$ cat config.mk
export PLATFORM = sky130hd
export DESIGN_NAME = tempo_map_duration_flat
export DESIGN_NICKNAME = d
export VERILOG_FILES = /design/src/rtl/tmd_pkg.sv /design/src/rtl/tmd_if.sv /design/src/rtl/tmd_ram.sv /design/src/rtl/tmd_ctrl.sv /design/src/rtl/tmd_dp.sv /design/src/rtl/tempo_map_duration.sv /design/src/flat_wrapper.sv
export SDC_FILE = /design/constraint.sdc
export NUM_CORES = 2
export LEC_CHECK = 0
export BUFFER_PORTS_ARGS = -buffer_cell sky130_fd_sc_hd__buf_2
export CAP_MARGIN = 30
export CELL_PAD_IN_SITES_DETAIL_PLACEMENT = 0
export CELL_PAD_IN_SITES_GLOBAL_PLACEMENT = 1
export CORE_ASPECT_RATIO = 1.25
export CORE_MARGIN = 1.5
export CORE_UTILIZATION = 50
export DETAILED_ROUTE_END_ITERATION = 6
export GPL_TIMING_DRIVEN = 0
export PLACE_DENSITY = 0.83
export SYNTH_ARGS = -nofsm -noshare
export SYNTH_HDL_FRONTEND = slang
export SYNTH_SLANG_ARGS = --single-unit
$ cat constraint.sdc
create_clock -name clk -period 9.1 [get_ports clk]
set_clock_uncertainty 0.2 [all_clocks]
set_input_delay 2.275 -clock clk [delete_from_list [all_inputs] [get_ports clk]]
set_output_delay 2.275 -clock clk [all_outputs]
set_load 0.02 [all_outputs]
$ cat src/rtl/tmd_pkg.sv
// shared types and constants for the tempo map duration block
`default_nettype none
package tmd_pkg;
	localparam int TABLE_DEPTH_DEF = 128;
	localparam int TIME_FRAC_BITS_DEF = 16;
	localparam int TIME_W = 32;
	localparam int TEMPO_W = 16;
	localparam int OUT_W = 48;
	localparam int LEN_W = 8;
	localparam int IDX_IN_W = 7;
	localparam int STATUS_W = 3;

	localparam logic [STATUS_W-1:0] ST_OK = 3'd0;
	localparam logic [STATUS_W-1:0] ST_NO_TABLE = 3'd1;
	localparam logic [STATUS_W-1:0] ST_PAST_END = 3'd2;
	localparam logic [STATUS_W-1:0] ST_BAD_TOTAL = 3'd3;
	localparam logic [STATUS_W-1:0] ST_ZERO_TEMPO = 3'd4;

	localparam logic REG_TABLE_LENGTH = 1'b0;
	localparam logic REG_TOTAL_DURATION = 1'b1;

	localparam logic OP_LOAD = 1'b0;
	localparam logic OP_QUERY = 1'b1;

	typedef enum logic [3:0] {
		S_IDLE, S_CHECK, S_PIECE, S_IDIV, S_READ, S_TEMPO, S_TDIV, S_ACC, S_DONE
	} state_t;

	// controller to datapath
	typedef struct packed {
		logic capture;
		logic load_wr;
		logic setup;
		logic piece_start;
		logic idiv_start;
		logic idiv_step;
		logic read_req;
		logic tdiv_start;
		logic tdiv_step;
		logic accumulate;
		logic set_err;
		logic set_zero;
		logic out_load;
	} cmd_t;

	// datapath to controller
	typedef struct packed {
		logic is_load;
		logic err;
		logic span_done;
		logic idiv_done;
		logic tempo_zero;
		logic tdiv_done;
	} stat_t;
endpackage
`default_nettype wire

$ cat src/rtl/tmd_if.sv
// valid ready channel interfaces
`default_nettype none
interface tmd_in_if (input wire logic clk);
	logic valid;
	logic ready;
	logic operation;
	logic [tmd_pkg::IDX_IN_W-1:0] entry_index;
	logic [tmd_pkg::TEMPO_W-1:0] entry_tempo;
	logic [tmd_pkg::TIME_W-1:0] start_time;
	logic [tmd_pkg::TIME_W-1:0] span_length;
	modport source (output valid, operation, entry_index, entry_tempo, start_time,
		span_length, input ready);
	modport sink (input valid, operation, entry_index, entry_tempo, start_time,
		span_length, output ready);
endinterface

interface tmd_out_if (input wire logic clk);
	logic valid;
	logic ready;
	logic [tmd_pkg::OUT_W-1:0] scaled_duration;
	logic [tmd_pkg::STATUS_W-1:0] status;
	modport source (output valid, scaled_duration, status, input ready);
	modport sink (input valid, scaled_duration, status, output ready);
endinterface

interface tmd_cfg_if (input wire logic clk);
	logic valid;
	logic ready;
	logic index;
	logic [tmd_pkg::TIME_W-1:0] data;
	modport source (output valid, index, data, input ready);
	modport sink (input valid, index, data, output ready);
endinterface
`default_nettype wire

$ cat src/rtl/tmd_ram.sv
// generic single port ram with registered read
`default_nettype none
module tmd_ram #(
	parameter int WIDTH = 16,
	parameter int DEPTH = 128
) (
	input wire logic clk,
	input wire logic we,
	input wire logic re,
	input wire logic [$clog2(DEPTH)-1:0] addr,
	input wire logic [WIDTH-1:0] wdata,
	output logic [WIDTH-1:0] rdata
);
	logic [WIDTH-1:0] mem [DEPTH];

	// write or registered read
	always_ff @(posedge clk) begin
		if (we) mem[addr] <= wdata;
		if (re) rdata <= mem[addr];
	end
endmodule
`default_nettype wire

$ cat src/rtl/tmd_ctrl.sv
// sequencer for load and query items
`default_nettype none
module tmd_ctrl (
	input wire logic clk,
	input wire logic arst_n,
	input wire logic in_valid,
	output logic in_ready,
	input wire logic out_busy,
	input tmd_pkg::stat_t st,
	output tmd_pkg::cmd_t cmd
);
	tmd_pkg::state_t state_q, state_d;

	// state register
	always_ff @(posedge clk or negedge arst_n) begin
		if (!arst_n) state_q <= tmd_pkg::S_IDLE;
		else state_q <= state_d;
	end

	// next state
	always_comb begin
		state_d = state_q;
		case (state_q)
			tmd_pkg::S_IDLE: if (in_valid) state_d = tmd_pkg::S_CHECK;
			tmd_pkg::S_CHECK: begin
				if (st.is_load || st.err) state_d = tmd_pkg::S_DONE;
				else state_d = tmd_pkg::S_PIECE;
			end
			tmd_pkg::S_PIECE: begin
				if (st.span_done) state_d = tmd_pkg::S_DONE;
				else state_d = tmd_pkg::S_IDIV;
			end
			tmd_pkg::S_IDIV: if (st.idiv_done) state_d = tmd_pkg::S_READ;
			tmd_pkg::S_READ: state_d = tmd_pkg::S_TEMPO;
			tmd_pkg::S_TEMPO: begin
				if (st.tempo_zero) state_d = tmd_pkg::S_DONE;
				else state_d = tmd_pkg::S_TDIV;
			end
			tmd_pkg::S_TDIV: if (st.tdiv_done) state_d = tmd_pkg::S_ACC;
			tmd_pkg::S_ACC: state_d = tmd_pkg::S_PIECE;
			tmd_pkg::S_DONE: if (!out_busy) state_d = tmd_pkg::S_IDLE;
			default: state_d = tmd_pkg::S_IDLE;
		endcase
	end

	// command outputs
	always_comb begin
		cmd = '0;
		in_ready = 1'b0;
		case (state_q)
			tmd_pkg::S_IDLE: begin
				in_ready = 1'b1;
				cmd.capture = in_valid;
			end
			tmd_pkg::S_CHECK: begin
				cmd.load_wr = st.is_load;
				cmd.set_err = st.err && !st.is_load;
				cmd.setup = 1'b1;
			end
			tmd_pkg::S_PIECE: begin
				cmd.piece_start = !st.span_done;
				cmd.idiv_start = !st.span_done;
			end
			tmd_pkg::S_IDIV: cmd.idiv_step = 1'b1;
			tmd_pkg::S_READ: cmd.read_req = 1'b1;
			tmd_pkg::S_TEMPO: begin
				cmd.set_zero = st.tempo_zero;
				cmd.tdiv_start = !st.tempo_zero;
			end
			tmd_pkg::S_TDIV: cmd.tdiv_step = 1'b1;
			tmd_pkg::S_ACC: cmd.accumulate = 1'b1;
			tmd_pkg::S_DONE: cmd.out_load = !out_busy;
			default: cmd = '0;
		endcase
	end
endmodule
`default_nettype wire

$ cat src/rtl/tmd_dp.sv
// datapath: table, index and piece dividers, saturating sum
`default_nettype none
module tmd_dp #(
	parameter int TABLE_DEPTH = tmd_pkg::TABLE_DEPTH_DEF,
	parameter int TIME_FRAC_BITS = tmd_pkg::TIME_FRAC_BITS_DEF
) (
	input wire logic clk,
	input wire logic arst_n,
	input tmd_pkg::cmd_t cmd,
	output tmd_pkg::stat_t st,
	input wire logic in_operation,
	input wire logic [tmd_pkg::IDX_IN_W-1:0] in_entry_index,
	input wire logic [tmd_pkg::TEMPO_W-1:0] in_entry_tempo,
	input wire logic [tmd_pkg::TIME_W-1:0] in_start_time,
	input wire logic [tmd_pkg::TIME_W-1:0] in_span_length,
	input wire logic cfg_we,
	input wire logic cfg_index,
	input wire logic [tmd_pkg::TIME_W-1:0] cfg_data,
	output logic [tmd_pkg::OUT_W-1:0] res_dur,
	output logic [tmd_pkg::STATUS_W-1:0] res_status
);
	localparam int TW = tmd_pkg::TIME_W;
	localparam int AW = $clog2(TABLE_DEPTH);
	localparam int CW = $clog2(TABLE_DEPTH + 1);
	localparam int LW = tmd_pkg::LEN_W;
	localparam int PW = TW + CW;            // x * len
	localparam int QW = PW;
	localparam int NW = TW + 14;            // piece * 15360
	localparam int OW = tmd_pkg::OUT_W;
	localparam int TPW = tmd_pkg::TEMPO_W;
	localparam logic [OW-1:0] OUT_MAX = {OW{1'b1}};
	localparam logic [TW-1:0] ONE = TW'(1) << TIME_FRAC_BITS;
	localparam logic [13:0] SCALE = 14'd15360;

	// configuration registers
	logic [LW-1:0] tlen_q;
	logic [TW-1:0] total_q;
	always_ff @(posedge clk or negedge arst_n) begin
		if (!arst_n) begin
			tlen_q <= '0;
			total_q <= TW'(65536);
		end else if (cfg_we) begin
			if (cfg_index == tmd_pkg::REG_TABLE_LENGTH) tlen_q <= cfg_data[LW-1:0];
			else total_q <= cfg_data;
		end
	end

	// captured item
	logic op_q;
	logic [tmd_pkg::IDX_IN_W-1:0] eidx_q;
	logic [TPW-1:0] etempo_q;
	logic [TW-1:0] x_q, end_q, span_q, ub_q;
	logic [CW-1:0] len_q;
	logic [OW-1:0] sum_q;
	logic [tmd_pkg::STATUS_W-1:0] stat_q;

	logic [CW-1:0] len_c;
	always_comb begin
		if (32'(tlen_q) > 32'(TABLE_DEPTH)) len_c = CW'(TABLE_DEPTH);
		else len_c = CW'(tlen_q);
	end

	logic [TW:0] end_w;
	assign end_w = {1'b0, x_q} + {1'b0, span_q};

	logic [TW:0] ub_w;
	assign ub_w = {1'b0, x_q & ~(ONE - TW'(1))} + {1'b0, ONE};

	// index divider: (x*len)/total, restoring
	logic [PW-1:0] inum_q;
	logic [TW:0] irem_q;
	logic [$clog2(PW+1)-1:0] icnt_q;
	logic [TW:0] irem_sh;
	assign irem_sh = {irem_q[TW-1:0], inum_q[PW-1]};

	// piece divider: piece*15360/tempo
	logic [NW-1:0] tnum_q;
	logic [TPW:0] trem_q;
	logic [$clog2(NW+1)-1:0] tcnt_q;
	logic [TPW-1:0] tf_q;
	logic [TPW:0] trem_sh;
	assign trem_sh = {trem_q[TPW-1:0], tnum_q[NW-1]};

	logic [TPW-1:0] rdata;
	logic [AW-1:0] ram_addr;
	logic [QW-1:0] idx_clamp;
	always_comb begin
		if (inum_q >= QW'(len_q)) idx_clamp = QW'(len_q - CW'(1));
		else idx_clamp = inum_q;
	end
	assign ram_addr = cmd.load_wr ? AW'(eidx_q) : idx_clamp[AW-1:0];

	logic wr_ok;
	assign wr_ok = cmd.load_wr && (32'(eidx_q) < 32'(TABLE_DEPTH));

	tmd_ram #(.WIDTH(TPW), .DEPTH(TABLE_DEPTH)) u_ram (
		.clk(clk), .we(wr_ok), .re(cmd.read_req), .addr(ram_addr),
		.wdata(etempo_q), .rdata(rdata)
	);

	logic [OW:0] sum_w;
	assign sum_w = {1'b0, sum_q} + {1'b0, OW'(tnum_q)};

	// sequencing registers
	always_ff @(posedge clk) begin
		if (cmd.capture) begin
			op_q <= in_operation;
			eidx_q <= in_entry_index;
			etempo_q <= in_entry_tempo;
			x_q <= in_start_time;
			span_q <= in_span_length;
		end
		if (cmd.setup) begin
			len_q <= len_c;
			end_q <= end_w[TW] ? {TW{1'b1}} : end_w[TW-1:0];
			sum_q <= '0;
			if (cmd.set_err) begin
				if (len_c == '0) stat_q <= tmd_pkg::ST_NO_TABLE;
				else stat_q <= tmd_pkg::ST_PAST_END;
			end else begin
				stat_q <= tmd_pkg::ST_OK;
			end
		end
		if (cmd.piece_start) begin
			ub_q <= (ub_w > {1'b0, end_q}) ? end_q : ub_w[TW-1:0];
		end
		if (cmd.idiv_start) begin
			inum_q <= PW'(x_q) * PW'(len_q);
			irem_q <= '0;
			icnt_q <= '0;
		end else if (cmd.idiv_step && !st.idiv_done) begin
			if (irem_sh >= {1'b0, total_q}) begin
				irem_q <= irem_sh - {1'b0, total_q};
				inum_q <= {inum_q[PW-2:0], 1'b1};
			end else begin
				irem_q <= irem_sh;
				inum_q <= {inum_q[PW-2:0], 1'b0};
			end
			icnt_q <= icnt_q + 1'b1;
		end
		if (cmd.read_req) tf_q <= '0;
		if (cmd.set_zero) begin
			sum_q <= OUT_MAX;
			stat_q <= tmd_pkg::ST_ZERO_TEMPO;
		end
		if (cmd.tdiv_start) begin
			tf_q <= rdata;
			tnum_q <= NW'(ub_q - x_q) * NW'(SCALE);
			trem_q <= '0;
			tcnt_q <= '0;
		end else if (cmd.tdiv_step && !st.tdiv_done) begin
			if (trem_sh >= {1'b0, tf_q}) begin
				trem_q <= trem_sh - {1'b0, tf_q};
				tnum_q <= {tnum_q[NW-2:0], 1'b1};
			end else begin
				trem_q <= trem_sh;
				tnum_q <= {tnum_q[NW-2:0], 1'b0};
			end
			tcnt_q <= tcnt_q + 1'b1;
		end
		if (cmd.accumulate) begin
			sum_q <= sum_w[OW] ? OUT_MAX : sum_w[OW-1:0];
			x_q <= ub_q;
		end
	end

	assign res_dur = (stat_q == tmd_pkg::ST_NO_TABLE || stat_q == tmd_pkg::ST_PAST_END)
		? '0 : sum_q;
	assign res_status = stat_q;

	// status to controller
	always_comb begin
		st.is_load = (op_q == tmd_pkg::OP_LOAD);
		st.err = (len_c == '0) || (x_q >= total_q);
		st.span_done = (x_q >= end_q);
		st.idiv_done = (32'(icnt_q) == 32'(PW));
		st.tempo_zero = (rdata == '0);
		st.tdiv_done = (32'(tcnt_q) == 32'(NW));
	end
endmodule
`default_nettype wire

$ cat src/rtl/tempo_map_duration.sv
// top level of the tempo map duration block
// Channels: in (load or query words), out (one result word per input word),
// cfg (register writes, index 0 table_length, index 1 total_duration).
// A load word writes one table entry; its result (zero, status ok) then goes
// to the output register. A query walks the span one whole-second piece at a
// time; each piece takes a 40-step index division (x*len/total, one quotient
// bit a cycle) and a 46-step division of piece*15360 by the tempo, and the
// result is loaded once the last piece is summed. The next word is taken only
// after the result of the last one is loaded into the output register.
// One word is in work at a time; in.ready is high only while the block is idle.
// The result is held in an output register until out.ready takes it; while
// it waits one more word can be taken, but its result stays back until the
// register is free, so a stalled receiver stalls the input after that word.
// Reset sets table_length to 0 and total_duration to 1.0 second; table
// contents stay undefined until written, no clearing pass is run.
// cfg.ready is always high; write only while idle.
`default_nettype none
module tempo_map_duration #(
	parameter int TABLE_DEPTH = tmd_pkg::TABLE_DEPTH_DEF,
	parameter int TIME_FRAC_BITS = tmd_pkg::TIME_FRAC_BITS_DEF
) (
	input wire logic clk,
	input wire logic arst_n,
	tmd_in_if.sink in_ch,
	tmd_out_if.source out_ch,
	tmd_cfg_if.sink cfg
);
	tmd_pkg::cmd_t cmd;
	tmd_pkg::stat_t st;
	logic in_ready;
	logic [tmd_pkg::OUT_W-1:0] res_dur;
	logic [tmd_pkg::STATUS_W-1:0] res_status;
	logic out_valid_q;
	logic [tmd_pkg::OUT_W-1:0] out_dur_q;
	logic [tmd_pkg::STATUS_W-1:0] out_status_q;

	assign in_ch.ready = in_ready;
	assign cfg.ready = 1'b1;

	tmd_ctrl u_ctrl (
		.clk(clk), .arst_n(arst_n), .in_valid(in_ch.valid), .in_ready(in_ready),
		.out_busy(out_valid_q), .st(st), .cmd(cmd)
	);

	tmd_dp #(.TABLE_DEPTH(TABLE_DEPTH), .TIME_FRAC_BITS(TIME_FRAC_BITS)) u_dp (
		.clk(clk), .arst_n(arst_n), .cmd(cmd), .st(st),
		.in_operation(in_ch.operation), .in_entry_index(in_ch.entry_index),
		.in_entry_tempo(in_ch.entry_tempo), .in_start_time(in_ch.start_time),
		.in_span_length(in_ch.span_length),
		.cfg_we(cfg.valid), .cfg_index(cfg.index), .cfg_data(cfg.data),
		.res_dur(res_dur), .res_status(res_status)
	);

	// output register
	always_ff @(posedge clk or negedge arst_n) begin
		if (!arst_n) out_valid_q <= 1'b0;
		else if (cmd.out_load) out_valid_q <= 1'b1;
		else if (out_ch.ready) out_valid_q <= 1'b0;
	end
	always_ff @(posedge clk) begin
		if (cmd.out_load) begin
			out_dur_q <= res_dur;
			out_status_q <= res_status;
		end
	end

	assign out_ch.valid = out_valid_q;
	assign out_ch.scaled_duration = out_dur_q;
	assign out_ch.status = out_status_q;
endmodule
`default_nettype wire

$ cat src/flat_wrapper.sv
// flat-port wrapper written by rule: the top's interface ports become plain ports
module tempo_map_duration_flat 
#(
	parameter int TABLE_DEPTH = tmd_pkg::TABLE_DEPTH_DEF,
	parameter int TIME_FRAC_BITS = tmd_pkg::TIME_FRAC_BITS_DEF
)
  (clk, arst_n, in_ch_valid, in_ch_operation, in_ch_entry_index, in_ch_entry_tempo, in_ch_start_time, in_ch_span_length, in_ch_ready, out_ch_valid, out_ch_scaled_duration, out_ch_status, out_ch_ready, cfg_valid, cfg_index, cfg_data, cfg_ready);
  tmd_in_if in_ch_i (.clk(clk));
  tmd_out_if out_ch_i (.clk(clk));
  tmd_cfg_if cfg_i (.clk(clk));
  input wire logic clk;
  input wire logic arst_n;
  input wire logic [$bits(in_ch_i.valid)-1:0] in_ch_valid;
  input wire logic [$bits(in_ch_i.operation)-1:0] in_ch_operation;
  input wire logic [$bits(in_ch_i.entry_index)-1:0] in_ch_entry_index;
  input wire logic [$bits(in_ch_i.entry_tempo)-1:0] in_ch_entry_tempo;
  input wire logic [$bits(in_ch_i.start_time)-1:0] in_ch_start_time;
  input wire logic [$bits(in_ch_i.span_length)-1:0] in_ch_span_length;
  output wire logic [$bits(in_ch_i.ready)-1:0] in_ch_ready;
  output wire logic [$bits(out_ch_i.valid)-1:0] out_ch_valid;
  output wire logic [$bits(out_ch_i.scaled_duration)-1:0] out_ch_scaled_duration;
  output wire logic [$bits(out_ch_i.status)-1:0] out_ch_status;
  input wire logic [$bits(out_ch_i.ready)-1:0] out_ch_ready;
  input wire logic [$bits(cfg_i.valid)-1:0] cfg_valid;
  input wire logic [$bits(cfg_i.index)-1:0] cfg_index;
  input wire logic [$bits(cfg_i.data)-1:0] cfg_data;
  output wire logic [$bits(cfg_i.ready)-1:0] cfg_ready;
  assign in_ch_i.valid = in_ch_valid;
  assign in_ch_i.operation = in_ch_operation;
  assign in_ch_i.entry_index = in_ch_entry_index;
  assign in_ch_i.entry_tempo = in_ch_entry_tempo;
  assign in_ch_i.start_time = in_ch_start_time;
  assign in_ch_i.span_length = in_ch_span_length;
  assign in_ch_ready = in_ch_i.ready;
  assign out_ch_valid = out_ch_i.valid;
  assign out_ch_scaled_duration = out_ch_i.scaled_duration;
  assign out_ch_status = out_ch_i.status;
  assign out_ch_i.ready = out_ch_ready;
  assign cfg_i.valid = cfg_valid;
  assign cfg_i.index = cfg_index;
  assign cfg_i.data = cfg_data;
  assign cfg_ready = cfg_i.ready;
  tempo_map_duration #(.TABLE_DEPTH(TABLE_DEPTH), .TIME_FRAC_BITS(TIME_FRAC_BITS)) u_core (.clk(clk), .arst_n(arst_n), .in_ch(in_ch_i), .out_ch(out_ch_i), .cfg(cfg_i));
endmodule
==> flow_summary_export.csv <==
group,metric,value,unit
floorplanning,start_util,0.5027,
clock_network,cts_sinks,2533,
detailed_routing,num_vias,83700,
synthesis,synthFlopType,"edfxtp_1",
timing,max_clock_freq,114.1,MHz
clock_network,cts_setup_buffers,0,
global_routing,grt_pass1_wl,559.5,mm
timing,timing.slew.headroom,0.1951,
final_layout,layout.cells.non_filler,13590,
detailed_routing,vias_per_cell,6.161,
clock_network,tritoncts,"done",
global_routing,grt_usage,0.3223,
timing,setup_viol,0,
clock_network,cts.repair.resized,0,
global_routing,grt_max_degree,53,
worst_setup_path,max_stage_delay,0.78,ns
global_routing,overflow,0,
clock_network,clk_latency,0.96,ns
worst_setup_path,cp-start-kind,"flop",
floorplanning,io_pins,180,
worst_setup_path,cp.buffers_inverters,3,
final_layout,synthToLayoutAreaGrowth,15.03,%
timing,period_share,0.9627,
synthesis,synth_area,119300,µm²
clock_network,clock_path_buffers,4,
floorplanning,die_y,549.0,µm
synthesis,ys_ff_latch,2533,
worst_setup_path,critPathTopFamily,"compound AO/OA/AOI/OAI gates",
final_layout,utilization,0.5783,
detailed_routing,routed_wl,393.6,mm
timing,hold_violations,0,
timing,final_max_slew_viol_count,0,
synthesis,synthArstFlopShare,0.01777,
pwr,comb_power_share,0.010,
pwr,power_leakage,50.57,nW
synthesis,syn_inst,9544,
placed_design,place_congestion,1.044,
worst_setup_path,end_kind,"flop",
timing,finalWorstSetupSlack,0.3395,ns
clock_network,hold_buffers,0,
status,violations,"DRC",
placed_design,dp_hpwl,295.1,mm
clock_network,cts.clk_slew.worst_paths,0.06,ns
placed_design,io_buffers,178,
worst_setup_path,crit_required,9.54,ns
pwr,p_sw,4.693,mW
worst_setup_path,worstPathMaxFanout,9,
pwr,pwr-share-seq,0.540,
placed_design,dpl.cell_count,13110,
worst_setup_path,worstPathArrival,9.20,ns
synthesis,syn_nets,10250,
timing,rsz0062_at_grt,"no",
pwr,powerDensity,170.2,nW/µm²
final_layout,drive_above_1_share,0.1161,
worst_setup_path,slowest_stage,"edfxtp_1",
global_routing,antenna_found_initial,24,
final_layout,nNetsFinal,10950,
floorplanning,core,237200,µm²
global_routing,grt_pass1_vias,82500,
synthesis,synth_edf_count,2415,
timing,worst_pin_slew,1.202,ns
worst_setup_path,path_cells,"clkinv_1 -> ha_1 -> nor2b_1 -> o2111a_1 -> nor3_1 -> nor2b_1 -> xor2_1 -> inv_1 -> fa_1 -> inv_1 -> fa_1 -> ha_1 -> o21ai_0 -> a21oi_1 -> nand3_1 -> o31ai_1 -> a211oi_1 -> a211o_1 -> o311ai_0 -> o21a_1 -> a31oi_1 -> xor2_1 -> o21ai_0",
detailed_routing,drc_errors,6,
status,status,"finished, violations left",
pwr,switching_share,0.2010,
clock_network,cts-root-buf,"clkbuf_16",
detailed_routing,wl_per_cell,28.97,µm
pwr,clkPwrFrac,0.449,
timing,finalCriticalPeriod,8.760,ns
pwr,ir_worst_vdd,0.1960,mV
floorplanning,die-area,241500,µm²
detailed_routing,route.antenna.remaining_nets,0,
synthesis,synth_cell_types,92,
detailed_routing,dr.pass1.iters,7,
timing,fin_setup_tns,0,ns
min_path,hp-class,"reg2reg",
floorplanning,num_rows,200,
floorplanning,die_w,439.8,µm
synthesis,ys_warn_count,0,
detailed_routing,detail_route.iter0.violations,8979,
run,max_cap_violations,0,
clock_network,h-tree-depth,4,
placed_design,post-place-ws,0.5603,ns
synthesis,avgSynthCellArea,12.50,µm²
pwr,power.internal,18.66,mW
synthesis,ys_seq_area_frac,0.6298,
worst_setup_path,worstSetupPathType,"reg2reg",
clock_network,numCtsBuffers,249,
power groups by stage:
| stage | registers, mW | clock network, mW | logic [mW] |
|---|---|---|---|
| after floorplan | 12.9 | 0 | 0.152 |
| after global placement | 12.9 | 0 | 0.230 |
| after detailed placement | 12.9 | 0 | 0.238 |
| after CTS | 12.6 | 10.5 | 0.240 |
| after global routing | 12.6 | 10.9 | 0.267 |
| final | 12.6 | 10.5 | 0.240 |
area by class of cell:
| cell class | instances | area [µm²] |
|---|---|---|
| Sequential cell | 2533 | 75110 |
| Clock buffer | 289 | 6381 |
| Antenna cell | 18 | 45.04 |
| Buffer | 520 | 2335 |
| Timing Repair Buffer | 441 | 5543 |
| Inverter | 444 | 1669 |
| Clock inverter | 162 | 1790 |
| Tap cell | 3131 | 3918 |
| Multi-Input combinational cell | 6047 | 40390 |
| Fill cell | 18780 | 100000 |
metrics by stage:
step | hold slack, ns | area [µm²] | total power [mW]
finish | 0.2640 | 137200 | 23.35
global route | 0.2841 | 137100 | 23.83
CTS | 0.2675 | 137000 | 23.39
detailed placement | 0.2582 | 128800 | 13.11
global placement | 0.2471 | 124100 | 13.10
floorplan | 0.2307 | 119300 | 13.01
kinds of logic after synthesis:
group,synth area share
mux,0.03267
fa+ha+maj,0.07686
buf+inv,0.03354
compound gates,0.09762
xor+xnor,0.01817
other cells,0.00003145
flops,0.6298
simple gates,0.1113
flip-flops by register name (all words and copies together) (netlist names), 40 cells and up:
register / cells
u_core.u_dp.u_ram.mem: 2048
u_core.out_ch.scaled_duration: 48
u_core.u_dp.sum_q: 48
u_core.u_dp.tnum_q: 46
u_core.u_dp.inum_q: 40
cells in the final DEF, fill, tap and decap left out, drive strengths merged, types with 152 or more instances in the layout:
master	count
a31oi	247
a221oi	264
fa	233
buf	684
edfxtp	2415
inv	448
clkbuf	565
nand3	529
ha	351
nor2	444
nand2	1669
a21oi	527
o21ai	252
mux2i	291
xnor2	152
metal layers:
| metal | GRT usage | part of all wire |
|---|---|---|
| met5 | 0 | 0.00012 |
| met4 | 0.2515 | 0.094 |
| met3 | 0.06080 | 0.086 |
| met2 | 0.5437 | 0.48 |
| met1 | 0.3587 | 0.34 |
path summary, 6_finish.rpt:
kind | start | endpoint | slack [ns] | cells past startpoint
worst max-delay path | u_core.u_dp.x_q[1] | u_core.u_dp.tnum_q[44] | 0.34 | 23
worst min-delay path | u_core.u_dp.tnum_q[8] | u_core.u_dp.tnum_q[9] | 0.26 | 2
worst max register to register | u_core.u_dp.x_q[1] | u_core.u_dp.tnum_q[44] | 0.34 | 23
worst min register to register | u_core.u_dp.tnum_q[8] | u_core.u_dp.tnum_q[9] | 0.26 | 2
max in group asynchronous | arst_n | u_core.u_dp.total_q[16] | 6.98 | 2
min in group asynchronous | arst_n | u_core.u_dp.tlen_q[0] | 1.10 | 1
cell usage after synthesis (all sizes together), types with 48 or more instances:
library cell	number	share of area
edfxtp	2415	0.61
nand2	1669	0.053
nand3	529	0.022
a21oi	527	0.022
nor2	444	0.014
inv	441	0.014
ha	351	0.037
mux2i	291	0.024
clkbuf	275	0.0087
a221oi	264	0.019
o21ai	252	0.011
a31oi	247	0.013
buf	245	0.011
fa	233	0.039
xnor2	152	0.011
a21o	132	0.0083
nor2b	101	0.0053
xor2	92	0.0068
mux2	87	0.0082
dfxtp	73	0.012
a41oi	65	0.0048
nand2b	53	0.0028
nor3	51	0.0021
nand4	48	0.0025
worst min-delay path, cell delays in order (launching register included):
cell and delay (ns):
dfxtp_1 0.32, nand2_1 0.06, nand2_1 0.04
Note: power is estimated with default switching activity, not from simulation.
